===== src/rtl/core/e2sw_pkg.sv =====
`default_nettype none

package e2sw_pkg;

    // encoder and fixed point format
    localparam int COUNT_BITS = 12;
    localparam int FRAC_BITS  = 16;

    // field and register widths
    localparam int DELTA_W    = COUNT_BITS + 1;
    localparam int GAIN_W     = 24;
    localparam int HLIMIT_W   = 12;
    localparam int LLIMIT_W   = 7;
    localparam int STEP_MAX_W = 7;
    localparam int SPIKE_W    = 12;
    localparam int STEP_W     = 8;

    // datapath widths
    localparam int RAW_W   = COUNT_BITS + 2;
    localparam int CMP_W   = ((RAW_W > SPIKE_W) ? RAW_W : SPIKE_W) + 1;
    localparam int PROD_W  = DELTA_W + GAIN_W + 1;
    localparam int ACC_W   = HLIMIT_W + FRAC_BITS + 1;
    localparam int SUM_W   = ((PROD_W > ACC_W) ? PROD_W : ACC_W) + 1;
    localparam int LIM_W   = HLIMIT_W + FRAC_BITS;
    localparam int WHOLE_W = ACC_W - 1 - FRAC_BITS;

    // stream widths
    localparam int IN_DATA_W  = ((COUNT_BITS + 7) / 8) * 8;
    localparam int IN_USER_W  = 2;
    localparam int OUT_DATA_W = ((STEP_W + DELTA_W + 7) / 8) * 8;
    localparam int OUT_USER_W = 1;

    // configuration port
    localparam int CFG_IDX_W  = 3;
    localparam int CFG_DATA_W = 24;

    typedef enum logic [CFG_IDX_W-1:0] {
        CFG_HIRES_GAIN     = 3'd0,
        CFG_LINE_GAIN      = 3'd1,
        CFG_HIRES_LIMIT    = 3'd2,
        CFG_LINE_LIMIT     = 3'd3,
        CFG_MAX_HIRES_STEP = 3'd4,
        CFG_SPIKE_LIMIT    = 3'd5
    } cfg_index_t;

    localparam logic [GAIN_W-1:0]     RST_HIRES_GAIN     = 24'd46080;
    localparam logic [GAIN_W-1:0]     RST_LINE_GAIN      = 24'd384;
    localparam logic [HLIMIT_W-1:0]   RST_HIRES_LIMIT    = 12'd240;
    localparam logic [LLIMIT_W-1:0]   RST_LINE_LIMIT     = 7'd4;
    localparam logic [STEP_MAX_W-1:0] RST_MAX_HIRES_STEP = 7'd127;
    localparam logic [SPIKE_W-1:0]    RST_SPIKE_LIMIT    = 12'd300;

endpackage

`default_nettype wire


===== src/rtl/core/encoder_to_scroll_wheel.sv =====
`default_nettype none

// Encoder angle to scroll wheel converter.
// Slave stream: one beat per encoder sample. s_tdata[11:0] angle_count,
// s_tuser[0] link_up, s_tuser[1] hires_mode.
// Master stream: one beat per sample. m_tdata[7:0] scroll_step (signed, already
// negated, 0 = nothing to send), m_tdata[20:8] count_delta (signed),
// m_tuser[0] spike_seen.
// Config: cfg_we/cfg_index/cfg_data write one register per cycle; write only
// while no sample is in flight.
// Pipeline: m_tvalid comes from the output register (input register loads at
// the accepting edge, then delta/product register, then output register).
// Throughput: one beat per cycle while the master side does not stall.
// The accumulator add, clamp and extraction close their loop in stage 2.
// Reset: registers go to their default values, the first sample after reset
// only primes the stored angle, the accumulator is zero.
// Stall: each stage holds while the one after it is full and stalled; a
// sample is still taken while a result waits on the master side as long as
// an earlier stage is empty.
module encoder_to_scroll_wheel (
    input  logic                              clk,
    input  logic                              rst_n,
    input  logic                              s_tvalid,
    output logic                              s_tready,
    input  logic [e2sw_pkg::IN_DATA_W-1:0]    s_tdata,   // angle_count
    input  logic [e2sw_pkg::IN_USER_W-1:0]    s_tuser,   // link_up, hires_mode
    output logic                              m_tvalid,
    input  logic                              m_tready,
    output logic [e2sw_pkg::OUT_DATA_W-1:0]   m_tdata,   // scroll_step, count_delta
    output logic [e2sw_pkg::OUT_USER_W-1:0]   m_tuser,   // spike_seen
    input  logic                              cfg_we,
    input  logic [e2sw_pkg::CFG_IDX_W-1:0]    cfg_index,
    input  logic [e2sw_pkg::CFG_DATA_W-1:0]   cfg_data
);
    import e2sw_pkg::*;

    localparam logic signed [RAW_W-1:0] HALF_TURN = RAW_W'(2 ** (COUNT_BITS - 1));
    localparam logic signed [RAW_W-1:0] FULL_REV = RAW_W'(2 ** COUNT_BITS);

    // configuration registers
    logic [GAIN_W-1:0]     hires_gain_reg;
    logic [GAIN_W-1:0]     line_gain_reg;
    logic [HLIMIT_W-1:0]   hires_limit_reg;
    logic [LLIMIT_W-1:0]   line_limit_reg;
    logic [STEP_MAX_W-1:0] max_step_reg;
    logic [SPIKE_W-1:0]    spike_limit_reg;

    // state
    logic [COUNT_BITS-1:0]   prev_count_reg;
    logic                    primed_reg;
    logic signed [ACC_W-1:0] acc_reg;
    logic signed [ACC_W-1:0] acc_next;

    // stage 1: input register
    logic                  s1_valid_reg;
    logic [COUNT_BITS-1:0] s1_count_reg;
    logic                  s1_link_reg;
    logic                  s1_hires_reg;

    // stage 2: delta and product
    logic                     s2_valid_reg;
    logic signed [PROD_W-1:0] s2_prod_reg;
    logic                     s2_active_reg;
    logic                     s2_hires_reg;
    logic                     s2_spike_reg;
    logic [DELTA_W-1:0]       s2_delta_reg;

    // output register
    logic                m_valid_reg;
    logic [STEP_W-1:0]   step_reg;
    logic                spike_reg;
    logic [DELTA_W-1:0]  delta_reg;

    logic s1_ready;
    logic s2_ready;
    logic out_ready;

    assign out_ready = !m_valid_reg || m_tready;
    assign s2_ready  = !s2_valid_reg || out_ready;
    assign s1_ready  = !s1_valid_reg || s2_ready;
    assign s_tready  = s1_ready;

    always_ff @(posedge clk or negedge rst_n)
    begin
        if (!rst_n)
        begin
            hires_gain_reg  <= RST_HIRES_GAIN;
            line_gain_reg   <= RST_LINE_GAIN;
            hires_limit_reg <= RST_HIRES_LIMIT;
            line_limit_reg  <= RST_LINE_LIMIT;
            max_step_reg    <= RST_MAX_HIRES_STEP;
            spike_limit_reg <= RST_SPIKE_LIMIT;
        end
        else if (cfg_we)
        begin
            unique case (cfg_index_t'(cfg_index))
                CFG_HIRES_GAIN:     hires_gain_reg  <= cfg_data[GAIN_W-1:0];
                CFG_LINE_GAIN:      line_gain_reg   <= cfg_data[GAIN_W-1:0];
                CFG_HIRES_LIMIT:    hires_limit_reg <= cfg_data[HLIMIT_W-1:0];
                CFG_LINE_LIMIT:     line_limit_reg  <= cfg_data[LLIMIT_W-1:0];
                CFG_MAX_HIRES_STEP: max_step_reg    <= cfg_data[STEP_MAX_W-1:0];
                CFG_SPIKE_LIMIT:    spike_limit_reg <= cfg_data[SPIKE_W-1:0];
                default: ;
            endcase
        end
    end

    // ---------------- stage 1 ----------------
    always_ff @(posedge clk or negedge rst_n)
    begin
        if (!rst_n)
        begin
            s1_valid_reg <= 1'b0;
        end
        else if (s1_ready)
        begin
            s1_valid_reg <= s_tvalid;
        end
    end

    always_ff @(posedge clk)
    begin
        if (s_tvalid && s1_ready)
        begin
            s1_count_reg <= s_tdata[COUNT_BITS-1:0];
            s1_link_reg  <= s_tuser[0];
            s1_hires_reg <= s_tuser[1];
        end
    end

    logic signed [RAW_W-1:0]  raw_diff;
    logic signed [RAW_W-1:0]  wrap_diff;
    logic signed [CMP_W-1:0]  diff_x;
    logic signed [CMP_W-1:0]  spike_lim_x;
    logic                     spike;
    logic signed [DELTA_W-1:0] delta;
    logic [GAIN_W-1:0]        gain;
    logic signed [PROD_W-1:0] prod;
    logic                     active;

    always_comb
    begin
        raw_diff = signed'({2'b00, s1_count_reg}) - signed'({2'b00, prev_count_reg});
        if (raw_diff > HALF_TURN)
            wrap_diff = raw_diff - FULL_REV;
        else if (raw_diff < -HALF_TURN)
            wrap_diff = raw_diff + FULL_REV;
        else
            wrap_diff = raw_diff;

        diff_x      = CMP_W'(wrap_diff);
        spike_lim_x = signed'(CMP_W'(spike_limit_reg));
        spike       = primed_reg && (diff_x > spike_lim_x || diff_x < -spike_lim_x);

        if (primed_reg && !spike)
            delta = wrap_diff[DELTA_W-1:0];
        else
            delta = '0;

        gain   = s1_hires_reg ? hires_gain_reg : line_gain_reg;
        prod   = PROD_W'(delta) * signed'(PROD_W'(gain));
        active = (delta != '0) && s1_link_reg;
    end

    always_ff @(posedge clk or negedge rst_n)
    begin
        if (!rst_n)
        begin
            s2_valid_reg   <= 1'b0;
            prev_count_reg <= '0;
            primed_reg     <= 1'b0;
        end
        else
        begin
            if (s2_ready)
                s2_valid_reg <= s1_valid_reg;
            if (s1_valid_reg && s2_ready)
            begin
                prev_count_reg <= s1_count_reg;
                primed_reg     <= 1'b1;
            end
        end
    end

    always_ff @(posedge clk)
    begin
        if (s1_valid_reg && s2_ready)
        begin
            s2_prod_reg   <= prod;
            s2_active_reg <= active;
            s2_hires_reg  <= s1_hires_reg;
            s2_spike_reg  <= spike;
            s2_delta_reg  <= delta;
        end
    end

    // ---------------- stage 2 ----------------
    logic signed [SUM_W-1:0]  acc_sum;
    logic [LIM_W-1:0]         lim_u;
    logic signed [SUM_W-1:0]  lim_s;
    logic signed [SUM_W-1:0]  acc_clamped;
    logic signed [ACC_W-1:0]  acc_c;
    logic                     acc_neg;
    logic [ACC_W-2:0]         acc_mag;
    logic [WHOLE_W-1:0]       whole;
    logic [STEP_MAX_W-1:0]    take;
    logic signed [ACC_W-1:0]  take_fix;
    logic [STEP_W-1:0]        step;

    always_comb
    begin
        acc_sum = SUM_W'(acc_reg) + SUM_W'(s2_prod_reg);
        if (s2_hires_reg)
            lim_u = {hires_limit_reg, {FRAC_BITS{1'b0}}};
        else
            lim_u = {HLIMIT_W'(line_limit_reg), {FRAC_BITS{1'b0}}};
        lim_s = signed'(SUM_W'(lim_u));

        if (acc_sum > lim_s)
            acc_clamped = lim_s;
        else if (acc_sum < -lim_s)
            acc_clamped = -lim_s;
        else
            acc_clamped = acc_sum;
        acc_c = acc_clamped[ACC_W-1:0];

        acc_neg = acc_c[ACC_W-1];
        if (acc_neg)
            acc_mag = (ACC_W-1)'(-acc_c);
        else
            acc_mag = acc_c[ACC_W-2:0];
        whole = acc_mag[ACC_W-2:FRAC_BITS];

        // truncation toward zero: whole units of the magnitude
        if (s2_hires_reg)
        begin
            if (whole > WHOLE_W'(max_step_reg))
                take = max_step_reg;
            else
                take = whole[STEP_MAX_W-1:0];
        end
        else
        begin
            take = (whole != '0) ? STEP_MAX_W'(1) : '0;
        end

        take_fix = signed'({(ACC_W-STEP_MAX_W-FRAC_BITS)'(0), take, {FRAC_BITS{1'b0}}});
        if (acc_neg)
        begin
            acc_next = acc_c + take_fix;
            step     = STEP_W'(take);
        end
        else
        begin
            acc_next = acc_c - take_fix;
            step     = -STEP_W'(take);
        end
    end

    always_ff @(posedge clk or negedge rst_n)
    begin
        if (!rst_n)
        begin
            m_valid_reg <= 1'b0;
            acc_reg     <= '0;
        end
        else
        begin
            if (out_ready)
                m_valid_reg <= s2_valid_reg;
            if (s2_valid_reg && out_ready && s2_active_reg)
                acc_reg <= acc_next;
        end
    end

    always_ff @(posedge clk)
    begin
        if (s2_valid_reg && out_ready)
        begin
            step_reg  <= s2_active_reg ? step : '0;
            spike_reg <= s2_spike_reg;
            delta_reg <= s2_delta_reg;
        end
    end

    assign m_tvalid = m_valid_reg;
    assign m_tdata  = OUT_DATA_W'({delta_reg, step_reg});
    assign m_tuser  = OUT_USER_W'(spike_reg);

endmodule

`default_nettype wire


===== config.mk =====
export PLATFORM = sky130hd
export DESIGN_NAME = encoder_to_scroll_wheel
export DESIGN_NICKNAME = d
export VERILOG_FILES = /design/src/rtl/core/e2sw_pkg.sv /design/src/rtl/core/encoder_to_scroll_wheel.sv
export SDC_FILE = /design/constraint.sdc
export NUM_CORES = 1
export LEC_CHECK = 0
export BUFFER_PORTS_ARGS = -buffer_cell sky130_fd_sc_hd__buf_2
export CORE_ASPECT_RATIO = 1.5
export CORE_MARGIN = 3
export CORE_UTILIZATION = 33
export CTS_BUF_LIST = sky130_fd_sc_hd__clkbuf_2 sky130_fd_sc_hd__clkbuf_4 sky130_fd_sc_hd__clkbuf_8
export CTS_CLUSTER_SIZE = 25
export DETAILED_ROUTE_END_ITERATION = 6
export GPL_TIMING_DRIVEN = 0
export PLACE_DENSITY = 0.44
export REMOVE_ABC_BUFFERS = 1
export SLEW_MARGIN = 10
export SYNTH_ARGS = -nofsm -noshare
export SYNTH_HDL_FRONTEND = slang
export SYNTH_SLANG_ARGS = --single-unit
export TNS_END_PERCENT = 5

===== constraint.sdc =====
create_clock -name clk -period 13.1 [get_ports clk]
set_input_delay 0.655 -clock clk [delete_from_list [all_inputs] [get_ports clk]]
set_output_delay 0.655 -clock clk [all_outputs]
set_load 0.005 [all_outputs]

==> results.md <==
- Post-synth top area cell: fa_1
- CTS H-tree lvls: 2
- DRT Pass-1 Iters: 5
- Final setup viols: 0
- FMAX: 80.8 MHz
- Clk_lat worst skew: 0.62 ns
- PortBufs: 69
- Crit path largest cell delay: 0.71 ns
- Worst path slowest cell: or4b_2
- Vias in the first global route: 19400
- Yosys warnings: 0
- Fin area: 27100 µm²
- Layout net count: 3122
- Longest Clk Path Bufs: 3
- WP data arrival: 12.74 ns
- Max FFs per register: 38
- Synth top area share: 0.202
- Area Overhead vs Synth: 11.7%
- Largest net degree at the start of global routing: 96
- Least-Margin Pin Slew: 1.16 ns
- Worst hold path class: in -> reg
- Main area contributors after synthesis: fa_1, ha_1, dfrtp_1
- Core ar.: 72700 µm²
- Syn_area_per_cell: 9.65 µm²
- Clock buffer count from CTS: 43
- Chip height: 338 µm
- Detailed Route Iter0 Violations: 831
- Vias: 18100
- WL/cell: 20.9 µm
- Final period util: 0.944
- Slew Limit Headroom: 0.202
- Setup TNS: 0 ns
- Placed standard-cell area: 25800 µm²
- Vias per cell: 5.12
- Fin crit period: 12.37 ns
- Clk slew on worst S/H paths: 0.06 ns
- GRT Total Usage: 0.192
- Register area share after synthesis: 0.248
- Die X: 227 µm
- RD Place Congestion: 0.839
- First-pass GRT wire length: 113000 µm
- Post-synth top flop: dfrtp_1
- Remaining antenna violation count: 0
- Crit path capture type: flip-flop
- Final Hold Fails: 0
- Hold WS: 0.204 ns
- Syn Inst Count: 2511
- Initial antenna violation count: 3
- Rows: 121
- RSZ-0062 raised after global routing: true
- Netlist Area Pre-Place: 24200 µm²
- Final WL: 73900 µm
- Netlist cell types: 100
- Placed Instances: 3440
- Initial Utilization: 0.334
- FFs w/ async S/R, synth: 0.593
- CTS root buf: clkbuf_8
- Worst Skew: 0.0343 ns
- Clk sinks: 221
- Cell Count, Final, Fillers Out: 3538
- Required time of the critical path: 13.47 ns
- CTS tree: yes
- Layout cells sized above 1: 0.149
- Grt total ovfl: 0
- Final slew viol count: 0
- Status: finished, final reports clean
- # IOs: 77
- Dpl hpwl: 56800 µm
- Die ar.: 76800 µm²
- Worst setup SP type: flip-flop
- Maximum Capacitance Violations: 0
- Post-synth EDFFs: 90
- DRC errors left: 0
- Worst setup path class: reg -> reg
- Largest fanout on the critical path: 7
- Register bit total from synthesis: 221
-- cell usage after synthesis, drive strengths merged, types with 7 or more instances --
cell type / n
o21a: 21
inv: 333
nand2: 316
fa: 245
mux2: 107
nor4: 8
buf: 19
nand2b: 22
nor2b: 27
edfxtp: 90
a211oi: 8
nand3: 22
mux2i: 45
and2: 31
nand4: 23
xor2: 30
o211ai: 7
o21ai: 84
or3: 11
xnor2: 82
a21o: 49
o21bai: 28
nor3: 31
dfrtp: 109
nor2: 184
a21oi: 103
dfstp: 22
clkbuf: 66
a31oi: 19
ha: 248
o31ai: 11
and3: 20
-- worst paths after layout --
| path | to | cells past startpoint | slack, ns | from |
|---|---|---|---|---|
| max in group asynchronous | line_gain_reg[4] | 3 | 11.66 | rst_n |
| min in group asynchronous | hires_limit_reg[0] | 2 | 0.53 | rst_n |
| worst max register to register | s2_prod_reg[37] | 53 | 0.73 | s1_count_reg[0] |
| worst max-delay path | s2_prod_reg[37] | 53 | 0.73 | s1_count_reg[0] |
| worst min register to register | delta_reg[4] | 0 | 0.41 | s2_delta_reg[4] |
| worst min-delay path | s1_count_reg[8] | 1 | 0.20 | s_tdata[8] |
-- layer usage --
metal	global-route usage	share of wire	vias up
li1	-	-	8561
met1	0.228	0.41	9151
met2	0.361	0.53	302
met3	0.0209	0.030	105
met4	0.0579	0.039	0
met5	0	0	-
-- cell families after synthesis --
family,after synthesis,share of synthesized area
simple gates,720,0.136
fa+ha+maj,494,0.331
buf+inv,421,0.0677
compound gates,390,0.109
flops,221,0.248
mux,152,0.0684
xor+xnor,112,0.0405
other cells,1,0.000155
-- worst max-delay path: cells and delay by family (launching register included) --
family,cells,cell delay [ns]
and+or+nand+nor,9,2.21
buffers and inverters,8,0.63
AOI/OAI and AO/OA,24,4.79
xor gates and xnor gates,2,0.26
DFF,1,0.37
adders and majority gates,10,3.87
-- cell usage in the layout (no fill, tap or decap), types with 82 or more instances in the layout --
cell type	n
a21oi_1	95
dfrtp_1	109
edfxtp_1	90
fa_1	245
ha_1	248
inv_1	332
mux2_2	104
nand2_1	310
nor2_1	182
xnor2_1	82
-- layout make-up --
cell class / count / area (µm²)
antenna: 2 / 5.00
clock buffer: 58 / 736
clock inverter: 22 / 195
fill: 7405 / 45600
inverter: 336 / 1290
multi-input combinational: 1874 / 16900
sequential: 221 / 6010
tap: 922 / 1150
timing repair buffer: 103 / 823
-- stage by stage --
| step | worst slack (ns) | utilization |
|---|---|---|
| 6_report | 0.729 | 0.373 |
| 5_1_grt | -0.0208 | 0.373 |
| 4_1_cts | -0.0558 | 0.369 |
| 3_5_place_dp | -2.62 | 0.355 |
| 3_3_place_gp | -2.61 | 0.349 |
| 2_1_floorplan | 1.04 | - |
-- repair_timing --
action                                  in CTS  in global routing
gates resized for setup                     20                 26
setup buffers                                0                 12
endpoints found under the hold margin       29                  0
endpoints found under the setup margin      23                 11
pin swaps                                    1                  2
hold buffers                                 1                  0
gates cloned                                 0                  3
Power is not shown: default switching activity piles up to over one toggle a cycle in this logic, so the estimate is an artifact.
